## config.mk

```make
export PLATFORM = sky130hd
export DESIGN_NAME = morse_symbol_class_decoder_unit_flat
export DESIGN_NICKNAME = d
export VERILOG_FILES = /design/src/msd_pkg.sv /design/src/msd_if.sv /design/src/msd_classifier.sv /design/src/msd_class_queue.sv /design/src/msd_decoder.sv /design/src/morse_symbol_class_decoder_unit.sv /design/src/flat_wrapper.sv
export SDC_FILE = /design/constraint.sdc
export NUM_CORES = 1
export LEC_CHECK = 0
export ABC_AREA = 1
export BUFFER_PORTS_ARGS = -buffer_cell sky130_fd_sc_hd__buf_2
export CORE_MARGIN = 8
export CORE_UTILIZATION = 50
export CTS_BUF_LIST = sky130_fd_sc_hd__clkbuf_8
export DETAILED_ROUTE_END_ITERATION = 10
export PLACE_DENSITY = 0.77
export SLEW_MARGIN = 20
export SYNTH_ARGS = -nofsm -noshare
export SYNTH_HDL_FRONTEND = slang
export SYNTH_SLANG_ARGS = --single-unit
export TNS_END_PERCENT = 10
```

## constraint.sdc

```tcl
create_clock -name clk_i -period 5.13 [get_ports clk_i]
set_input_delay 0.2565 -clock clk_i [delete_from_list [all_inputs] [get_ports clk_i]]
set_output_delay 0.2565 -clock clk_i [all_outputs]
set_load 0.02 [all_outputs]
```

## src/msd_pkg.sv

```systemverilog
// ----------------------------------------------------------------------------
// msd_pkg: shared types and constants of the morse symbol class decoder
// Class codes, queue entry and status structs, the letter lookup.
// ----------------------------------------------------------------------------
package msd_pkg;

  localparam int unsigned ScoreWidth        = 16;
  localparam int unsigned CharWidth         = 7;
  localparam int unsigned CountWidth        = 3;
  localparam int unsigned PatternWidth      = 4;
  localparam int unsigned QueueDepthDefault = 2;

  localparam logic [CountWidth-1:0] MaxSymbols   = 3'd4;
  localparam logic [CountWidth-1:0] CountTooLong = 3'd5;

  localparam logic [ScoreWidth-1:0] ThresholdReset = 16'd16384;

  localparam logic [CharWidth-1:0] CharSpace   = 7'h20;
  localparam logic [CharWidth-1:0] CharUnknown = 7'h3F;

  // letters by code length 1..4, entry at (2^len - 2) + pattern
  localparam logic [CharWidth-1:0] LetterTable [30] = '{
    7'h45, 7'h54,
    7'h49, 7'h4E, 7'h41, 7'h4D,
    7'h53, 7'h44, 7'h52, 7'h47, 7'h55, 7'h4B, 7'h57, 7'h4F,
    7'h48, 7'h42, 7'h4C, 7'h5A, 7'h46, 7'h43, 7'h50, 7'h3F,
    7'h56, 7'h58, 7'h3F, 7'h51, 7'h3F, 7'h59, 7'h4A, 7'h3F
  };

  typedef enum logic [2:0] {
    CLS_DOT   = 3'd0,
    CLS_GAP   = 3'd1,
    CLS_DASH  = 3'd2,
    CLS_BLANK = 3'd3,
    CLS_NONE  = 3'd4
  } cls_e;

  typedef struct packed {
    logic avail;
    cls_e cls;
  } head_t;

  typedef struct packed {
    logic [CountWidth-1:0]   sym_count;
    logic [PatternWidth-1:0] sym_pattern;
  } dec_status_t;

  function automatic logic [CharWidth-1:0] decode_letter(
    input logic [CountWidth-1:0]   count,
    input logic [PatternWidth-1:0] pattern
  );
    logic [4:0]           idx;
    logic [CharWidth-1:0] letter;
    idx    = 5'd0;
    letter = CharUnknown;
    case (count)
      3'd1: begin
        idx    = {4'd0, pattern[0]};
        letter = LetterTable[idx];
      end
      3'd2: begin
        idx    = 5'd2 + {3'd0, pattern[1:0]};
        letter = LetterTable[idx];
      end
      3'd3: begin
        idx    = 5'd6 + {2'd0, pattern[2:0]};
        letter = LetterTable[idx];
      end
      3'd4: begin
        idx    = 5'd14 + {1'b0, pattern};
        letter = LetterTable[idx];
      end
      default: begin
        letter = CharUnknown;
      end
    endcase
    return letter;
  endfunction

endpackage

```

## src/msd_if.sv

```systemverilog
// ----------------------------------------------------------------------------
// msd_if: score and character channels
// Valid/ready channels carrying one window of scores and one character.
// ----------------------------------------------------------------------------
interface msd_score_if;
  logic        valid;
  logic        ready;
  logic [15:0] score_dot;
  logic [15:0] score_gap;
  logic [15:0] score_dash;
  logic [15:0] score_blank;

  modport source (output valid, output score_dot, output score_gap,
                  output score_dash, output score_blank, input ready);
  modport sink   (input valid, input score_dot, input score_gap,
                  input score_dash, input score_blank, output ready);
endinterface

interface msd_char_if;
  logic       valid;
  logic       ready;
  logic [6:0] char_code;

  modport source (output valid, output char_code, input ready);
  modport sink   (input valid, input char_code, output ready);
endinterface

```

## src/msd_classifier.sv

```systemverilog
// ----------------------------------------------------------------------------
// msd_classifier: front end
// Accepts score windows, holds the threshold and picks the winning class.
// ----------------------------------------------------------------------------
module msd_classifier (
  input  logic                        clk_i,
  input  logic                        rst_ni,
  input  logic                        cfg_we_i,
  input  logic [msd_pkg::ScoreWidth-1:0] cfg_wdata_i,
  msd_score_if.sink                   score_i,
  input  logic                        full_i,
  output logic                        push_o,
  output msd_pkg::cls_e               cls_o
);
  import msd_pkg::*;

  logic [ScoreWidth-1:0] thr_q;
  logic [ScoreWidth-1:0] scores [4];
  logic [ScoreWidth-1:0] best;
  cls_e                  win;

  always_ff @(posedge clk_i or negedge rst_ni) begin
    if (!rst_ni) begin
      thr_q <= ThresholdReset;
    end else if (cfg_we_i) begin
      thr_q <= cfg_wdata_i;
    end
  end

  assign scores[0] = score_i.score_dot;
  assign scores[1] = score_i.score_gap;
  assign scores[2] = score_i.score_dash;
  assign scores[3] = score_i.score_blank;

  // strict compare keeps the earlier class on a tie
  always_comb begin
    best = '0;
    win  = CLS_NONE;
    for (int i = 0; i < 4; i++) begin
      if (scores[i] > best) begin
        best = scores[i];
        win  = cls_e'(3'(i));
      end
    end
    if (best < thr_q) begin
      win = CLS_BLANK;
    end
  end

  assign score_i.ready = !full_i;
  assign push_o        = score_i.valid && !full_i;
  assign cls_o         = win;

endmodule

```

## src/msd_class_queue.sv

```systemverilog
// ----------------------------------------------------------------------------
// msd_class_queue: class queue
// Short queue of classified windows between the front and back ends.
// ----------------------------------------------------------------------------
module msd_class_queue #(
  parameter int unsigned Depth = msd_pkg::QueueDepthDefault
) (
  input  logic                         clk_i,
  input  logic                         rst_ni,
  input  logic                         push_i,
  input  msd_pkg::cls_e                cls_i,
  input  logic                         pop_i,
  output logic                         full_o,
  output msd_pkg::head_t               head_o,
  output logic [$clog2(Depth+1)-1:0]   level_o
);
  import msd_pkg::*;

  localparam int unsigned PtrW   = (Depth > 1) ? $clog2(Depth) : 1;
  localparam int unsigned LevelW = $clog2(Depth + 1);
  localparam logic [PtrW-1:0]   PtrLast = PtrW'(Depth - 1);
  localparam logic [LevelW-1:0] LevelFull = LevelW'(Depth);

  cls_e              mem_q [Depth];
  logic [PtrW-1:0]   wr_ptr_q, wr_ptr_d;
  logic [PtrW-1:0]   rd_ptr_q, rd_ptr_d;
  logic [LevelW-1:0] level_q, level_d;
  logic              do_pop;

  assign do_pop = pop_i && (level_q != '0);

  always_comb begin
    wr_ptr_d = wr_ptr_q;
    rd_ptr_d = rd_ptr_q;
    level_d  = level_q;
    if (push_i) begin
      wr_ptr_d = (wr_ptr_q == PtrLast) ? '0 : wr_ptr_q + 1'b1;
    end
    if (do_pop) begin
      rd_ptr_d = (rd_ptr_q == PtrLast) ? '0 : rd_ptr_q + 1'b1;
    end
    if (push_i && !do_pop) begin
      level_d = level_q + 1'b1;
    end else if (!push_i && do_pop) begin
      level_d = level_q - 1'b1;
    end
  end

  always_ff @(posedge clk_i or negedge rst_ni) begin
    if (!rst_ni) begin
      wr_ptr_q <= '0;
      rd_ptr_q <= '0;
      level_q  <= '0;
    end else begin
      wr_ptr_q <= wr_ptr_d;
      rd_ptr_q <= rd_ptr_d;
      level_q  <= level_d;
    end
  end

  always_ff @(posedge clk_i) begin
    if (push_i) begin
      mem_q[wr_ptr_q] <= cls_i;
    end
  end

  assign full_o       = (level_q == LevelFull);
  assign head_o.avail = (level_q != '0);
  assign head_o.cls   = mem_q[rd_ptr_q];
  assign level_o      = level_q;

endmodule

```

## src/msd_decoder.sv

```systemverilog
// ----------------------------------------------------------------------------
// msd_decoder: back end
// Builds the current code from dots and dashes and emits characters.
// ----------------------------------------------------------------------------
module msd_decoder (
  input  logic                 clk_i,
  input  logic                 rst_ni,
  input  msd_pkg::head_t       head_i,
  output logic                 pop_o,
  msd_char_if.source           char_o,
  output msd_pkg::dec_status_t status_o
);
  import msd_pkg::*;

  logic [CountWidth-1:0]   count_q, count_d;
  logic [PatternWidth-1:0] pattern_q, pattern_d;
  logic                    out_valid_q, out_valid_d;
  logic [CharWidth-1:0]    out_char_q, out_char_d;
  logic                    out_free;
  logic                    emit;

  assign out_free = !out_valid_q || char_o.ready;
  assign pop_o    = head_i.avail && out_free;

  always_comb begin
    count_d    = count_q;
    pattern_d  = pattern_q;
    emit       = 1'b0;
    out_char_d = out_char_q;
    if (pop_o) begin
      case (head_i.cls)
        CLS_DOT, CLS_DASH: begin
          if (count_q < MaxSymbols) begin
            pattern_d[count_q[1:0]] = (head_i.cls == CLS_DASH);
            count_d                 = count_q + 1'b1;
          end else begin
            count_d = CountTooLong;
          end
        end
        CLS_BLANK: begin
          if (count_q != '0) begin
            emit       = 1'b1;
            out_char_d = decode_letter(count_q, pattern_q);
            count_d    = '0;
            pattern_d  = '0;
          end
        end
        CLS_GAP: begin
          emit       = 1'b1;
          out_char_d = CharSpace;
        end
        default: begin
          emit = 1'b0;
        end
      endcase
    end
    out_valid_d = pop_o ? emit : (out_valid_q && !char_o.ready);
  end

  always_ff @(posedge clk_i or negedge rst_ni) begin
    if (!rst_ni) begin
      count_q     <= '0;
      pattern_q   <= '0;
      out_valid_q <= 1'b0;
    end else begin
      count_q     <= count_d;
      pattern_q   <= pattern_d;
      out_valid_q <= out_valid_d;
    end
  end

  always_ff @(posedge clk_i) begin
    out_char_q <= out_char_d;
  end

  assign char_o.valid       = out_valid_q;
  assign char_o.char_code   = out_char_q;
  assign status_o.sym_count   = count_q;
  assign status_o.sym_pattern = pattern_q;

endmodule

```

## src/morse_symbol_class_decoder_unit.sv

```systemverilog
// ----------------------------------------------------------------------------
// morse_symbol_class_decoder_unit: morse decoder from classifier scores
// Front end classifies score windows, back end assembles letters.
// ----------------------------------------------------------------------------
// Each item is one window of four Q1.15 scores (dot, word gap, dash, blank).
// The highest score strictly above zero wins, the earlier class on a tie; a
// winner below the threshold register counts as blank. Dots and dashes build
// the current code (five or more symbols decode as '?'), a blank closes a
// non-empty code and emits its letter, a word gap emits a space. One item is
// accepted per cycle while the queue is not full: the classifier is
// combinational, and a queue of QueueDepth entries and a registered output let
// the back end take one item a cycle while the output drains; each result shows
// in the cycle after its pop. Write the threshold only while the block is idle.
module morse_symbol_class_decoder_unit #(
  parameter int unsigned QueueDepth = msd_pkg::QueueDepthDefault
) (
  input  logic                           clk_i,
  input  logic                           rst_ni,
  input  logic                           cfg_we_i,
  input  logic [msd_pkg::ScoreWidth-1:0] cfg_wdata_i,
  msd_score_if.sink                      score_i,
  msd_char_if.source                     char_o
);
  import msd_pkg::*;

  localparam int unsigned LevelW = $clog2(QueueDepth + 1);

  logic              push;
  cls_e              push_cls;
  logic              full;
  logic              pop;
  head_t             head;
  logic [LevelW-1:0] level;
  dec_status_t       status;

  msd_classifier u_classifier (
    .clk_i       (clk_i),
    .rst_ni      (rst_ni),
    .cfg_we_i    (cfg_we_i),
    .cfg_wdata_i (cfg_wdata_i),
    .score_i     (score_i),
    .full_i      (full),
    .push_o      (push),
    .cls_o       (push_cls)
  );

  msd_class_queue #(
    .Depth (QueueDepth)
  ) u_queue (
    .clk_i   (clk_i),
    .rst_ni  (rst_ni),
    .push_i  (push),
    .cls_i   (push_cls),
    .pop_i   (pop),
    .full_o  (full),
    .head_o  (head),
    .level_o (level)
  );

  msd_decoder u_decoder (
    .clk_i    (clk_i),
    .rst_ni   (rst_ni),
    .head_i   (head),
    .pop_o    (pop),
    .char_o   (char_o),
    .status_o (status)
  );

`ifndef SYNTHESIS
  // symbol count never leaves 0..5
  a_count_range: assert property (@(posedge clk_i) disable iff (!rst_ni)
    status.sym_count <= CountTooLong)
    else $error("symbol count out of range");

  // queue level never exceeds its depth
  a_level_range: assert property (@(posedge clk_i) disable iff (!rst_ni)
    level <= LevelW'(QueueDepth))
    else $error("class queue overflow");

  // no item leaves the queue while a stalled result is still held
  a_no_pop_on_stall: assert property (@(posedge clk_i) disable iff (!rst_ni)
    (char_o.valid && !char_o.ready) |-> !pop)
    else $error("pop while output stalled");

  // a too long code only clears through a blank, which leaves pattern zero
  a_clear_pattern: assert property (@(posedge clk_i) disable iff (!rst_ni)
    (status.sym_count == '0) |-> (status.sym_pattern == '0))
    else $error("pattern left over after clear");
`endif

endmodule

```

## src/flat_wrapper.sv

```systemverilog
// flat-port wrapper written by rule: the top's interface ports become plain ports
module morse_symbol_class_decoder_unit_flat import msd_pkg::*;
#(
  parameter int unsigned QueueDepth = msd_pkg::QueueDepthDefault
)
  (clk_i, rst_ni, cfg_we_i, cfg_wdata_i, score_i_valid, score_i_score_dot, score_i_score_gap, score_i_score_dash, score_i_score_blank, score_i_ready, char_o_valid, char_o_char_code, char_o_ready);
  msd_score_if score_i_i ();
  msd_char_if char_o_i ();
  input  logic clk_i;
  input  logic rst_ni;
  input  logic cfg_we_i;
  input  logic [msd_pkg::ScoreWidth-1:0] cfg_wdata_i;
  input wire logic [$bits(score_i_i.valid)-1:0] score_i_valid;
  input wire logic [$bits(score_i_i.score_dot)-1:0] score_i_score_dot;
  input wire logic [$bits(score_i_i.score_gap)-1:0] score_i_score_gap;
  input wire logic [$bits(score_i_i.score_dash)-1:0] score_i_score_dash;
  input wire logic [$bits(score_i_i.score_blank)-1:0] score_i_score_blank;
  output wire logic [$bits(score_i_i.ready)-1:0] score_i_ready;
  output wire logic [$bits(char_o_i.valid)-1:0] char_o_valid;
  output wire logic [$bits(char_o_i.char_code)-1:0] char_o_char_code;
  input wire logic [$bits(char_o_i.ready)-1:0] char_o_ready;
  assign score_i_i.valid = score_i_valid;
  assign score_i_i.score_dot = score_i_score_dot;
  assign score_i_i.score_gap = score_i_score_gap;
  assign score_i_i.score_dash = score_i_score_dash;
  assign score_i_i.score_blank = score_i_score_blank;
  assign score_i_ready = score_i_i.ready;
  assign char_o_valid = char_o_i.valid;
  assign char_o_char_code = char_o_i.char_code;
  assign char_o_i.ready = char_o_ready;
  morse_symbol_class_decoder_unit #(.QueueDepth(QueueDepth)) u_core (.clk_i(clk_i), .rst_ni(rst_ni), .cfg_we_i(cfg_we_i), .cfg_wdata_i(cfg_wdata_i), .score_i(score_i_i), .char_o(char_o_i));
endmodule
```

==> impl_metrics.tcl <==
set metrics [dict create \
    status "complete, but fails checks" \
    failed_checks "hold timing, setup timing" \
    timing.critical_path.mode_cell "sky130_fd_sc_hd__nand2_1" \
    power.leakage_nw 3.20 \
    antenna_violations_before_repair 1 \
    worst-slew-pin-transition_ps 736 \
    worst-endpoint-required_ps 5190 \
    cp_top_family "simple AND/OR/NAND/NOR gates" \
    grt_util_overall 0.210 \
    floorplan.initialDensity 0.510 \
    grt_setup_unrepaired "true" \
    clock_power_share 0.117 \
    setup_violations 6 \
    synthesized_instance_count 628 \
    syn_avg_cell_area_sq_um 6.98 \
    globalRoute.totalOverflow 0 \
    period_share 1.04 \
    final_cell_area_sq_um 6370 \
    critical_path.startpoint_type "input port" \
    slew_headroom 0.504 \
    ys_ff_latch 41 \
    cp_max_fo 7 \
    rr_worst_depth 9 \
    viasPerCell 5.74 \
    synth_warn 0 \
    floorplan.die.height_microns 110 \
    syn_nets 792 \
    drt_wl_total_microns 15500 \
    dr.pass1.iters 5 \
    timing.max_cap.violations 0 \
    rr_endpoint "u_core.u_decoder.char_o.char_code[3]" \
    power.switching_fraction 0.496 \
    synth.yosys.seq_area_share 0.249 \
    pwr_density_cell_nw_per_um2 442 \
    worst_hold_margin_ps -14.4 \
    clk_latency_ps 300 \
    antenna_cells 0 \
    drive_gt1_frac 0.385 \
    cell_with_the_largest_stage_delay_on_the_worst_path "sky130_fd_sc_hd__ha_1" \
    timing.critical_path.slowest_cell_delay_ps 310 \
    grt_first_pass_wirelength_microns 20700 \
    fin_nets 960 \
    cts-buffers-inserted 5 \
    chipWidth_microns 110 \
    detail_route.iter0.violations 322 \
    area.growth.synth_to_final_pct 45.4 \
    post-route-util 0.741 \
    grt_pass1_vias 4678 \
    netlist.area_leader.share 0.226 \
    design.die.area_sq_um 12000 \
    skew_ps 9.67 \
    sinks_on_clock_net 41 \
    post-synth-top-area-cell "sky130_fd_sc_hd__ha_1" \
    drc_errors 0 \
    post_synthesis_instance_area_sq_um 4380 \
    clk_root_buffer_cell "sky130_fd_sc_hd__clkbuf_8" \
    criticalPathCategory "input port to flip-flop" \
    power.internal_mw 1.42 \
    reg2reg_setup_slack_ps 2190 \
    endpoint_kind "flip-flop" \
    grt_start_max_net_pins 32 \
    hpwl_after_detailed_placement_microns 10300 \
    fillers 578 \
    fin_ws_ps -228 \
    critPathBufInv 9 \
    hold_viol_final 20 \
    placement.cell_area_sq_um 5370 \
    reg2reg_from "u_core.u_decoder.pattern_q[1]" \
    clk_path_buf_depth 2 \
    route.detailed.wl_per_inst_microns 17.1 \
    pwr-share-comb 0.691 \
    h-tree-depth 2 \
    core-area_sq_um 8590 \
    min_path_type "input port to asynchronous set/reset pin" \
    synthDistinctLibCells 44 \
    total_power_mw 2.82 \
    multi_input_comb_area_sq_um 3450 \
    count_of_input_and_output_buffers 93 \
    io_pins 94 \
    fmax_mhz 187 \
    p_switching_mw 1.40 \
    std_cell_rows 34 \
    tritoncts "built" \
    post_route_ant_nets 0 \
    fin_crit_ps 5360 \
    final_max_slew_viol_count 0 \
    sequential_cell_area_sq_um 1090 \
    cts_hold_repair.buffers 0 \
    critPathArrivalTime_ps 5420 \
    worst_supply_voltage_drop_on_vdd_uv 215 \
    detailroute.via_count 5198 \
    gp_routability_congestion 0.974 \
    synth.area.top_cells "sky130_fd_sc_hd__ha_1 23%, sky130_fd_sc_hd__dfrtp_1 15%, sky130_fd_sc_hd__nand2_1 13%" \
    seq_power_share 0.192 \
    path_clk_slew_ps 100 \
]
what timing repair did:
action / 4_1_cts / 5_1_grt
endpoints found under the setup margin: 6 / 6
cloned: 2 / 6
setup buffers: 0 / 17
pin swaps: 11 / 59
resized for setup: 44 / 143
worst max path at each step:
stage                                 endpoint             startpoint  depth (start not counted)  slack (ps)
floorplan           u_core.u_queue.mem_q[0][2]  score_i_score_dot[15]                         39           8
global placement    u_core.u_queue.mem_q[0][1]  score_i_score_dot[15]                         40        -550
detailed placement  u_core.u_queue.mem_q[0][1]  score_i_score_dot[11]                         40        -710
CTS                 u_core.u_queue.mem_q[0][1]   score_i_score_dot[9]                         41          10
global route        u_core.u_queue.mem_q[1][0]   score_i_score_gap[1]                         42        -590
finish              u_core.u_queue.mem_q[1][0]   score_i_score_dot[5]                         40        -230
cell usage in the layout, fill, tap and decap left out, drive strengths merged:
| cell | instances |
|---|---|
| o221ai | 1 |
| mux2 | 1 |
| o311ai | 2 |
| and2 | 1 |
| o21ai | 92 |
| nand4 | 9 |
| dfrtp | 27 |
| a22oi | 2 |
| bufinv | 2 |
| a211oi | 1 |
| mux2i | 1 |
| a31oi | 6 |
| xor2 | 1 |
| nand2 | 152 |
| nor4 | 1 |
| xnor2 | 2 |
| edfxtp | 13 |
| or2 | 2 |
| a41oi | 1 |
| nand3 | 18 |
| a31o | 1 |
| clkinv | 1 |
| a2111oi | 1 |
| inv | 88 |
| dfstp | 1 |
| a21oi | 45 |
| nor2 | 49 |
| o21bai | 1 |
| o21a | 2 |
| a21o | 1 |
| buf | 173 |
| nor3 | 8 |
| o22ai | 4 |
| ha | 79 |
| clkbuf | 7 |
| o211ai | 1 |
metrics by stage:
step	hold WS [ps]	setup WS, ps	cells	TNS, ps
detailed placement	341	-709	872	-4180
floorplan	-39.1	7.82	628	0
global placement	329	-546	872	-3220
CTS	7.64	11.9	882	0
finish	-14.4	-228	905	-1320
global route	39.7	-589	905	-3490
sequential cells by signal, indices dropped and copies added (netlist names):
name	flops
u_core.u_classifier.thr_q	16
u_core.u_decoder.char_o.char_code	7
u_core.u_decoder.char_o.valid	1
u_core.u_decoder.count_q	3
u_core.u_decoder.pattern_q	4
u_core.u_queue.level_o	2
u_core.u_queue.mem_q	6
u_core.u_queue.rd_ptr_q	1
u_core.u_queue.wr_ptr_q	1
synth_stat cells (all sizes together):
master,instances
nand4,9
dfstp,1
or2,2
a31oi,6
o21ai,92
a22oi,2
a2111oi,1
o311ai,2
o22ai,4
a31o,1
nor2,49
o21bai,1
inv,86
buf,1
xnor2,2
a41oi,1
nor3,8
xor2,1
edfxtp,13
mux2i,1
a21o,1
clkbuf,14
dfrtp,27
nand2,152
a211oi,1
o21a,2
and2,1
clkinv,1
mux2,1
nand3,18
o211ai,1
ha,79
o221ai,1
nor4,1
a21oi,45
final cells by class:
class	count	area share
multi-input combinational	485	0.541
timing repair buffer	175	0.191
sequential	41	0.172
inverter	87	0.0525
tap	108	0.0212
clock buffer	5	0.0108
clock inverter	3	0.0108
timing repair inverter	1	0.000983
cells by family after synthesis:
family	synth area share
buffers and inverters	0.0874
multiplexers	0.00486
flip-flops	0.249
AND/OR/NAND/NOR	0.226
XOR/XNOR	0.00600
AO/OA/AOI/OAI	0.201
adder cells (fa/ha/maj)	0.226
layer usage:
layer,vias up,global-route usage,wire length [microns]
li1,2454,-,-
met1,2425,0.272,6310
met2,257,0.347,7450
met3,60,0.0334,1120
met4,2,0.0694,618
met5,-,0,16
power by group through the flow:
| stage | registers [mW] | logic, mW | clock network, mW |
|---|---|---|---|
| 6_report | 0.542 | 1.95 | 0.328 |
| 5_1_grt | 0.552 | 2.13 | 0.340 |
| 4_1_cts | 0.539 | 1.67 | 0.330 |
| 3_5_place_dp | 0.546 | 1.62 | 0 |
| 3_3_place_gp | 0.543 | 1.60 | 0 |
| 2_1_floorplan | 0.575 | 1.10 | 0 |
(Power assumes the default switching activity.)
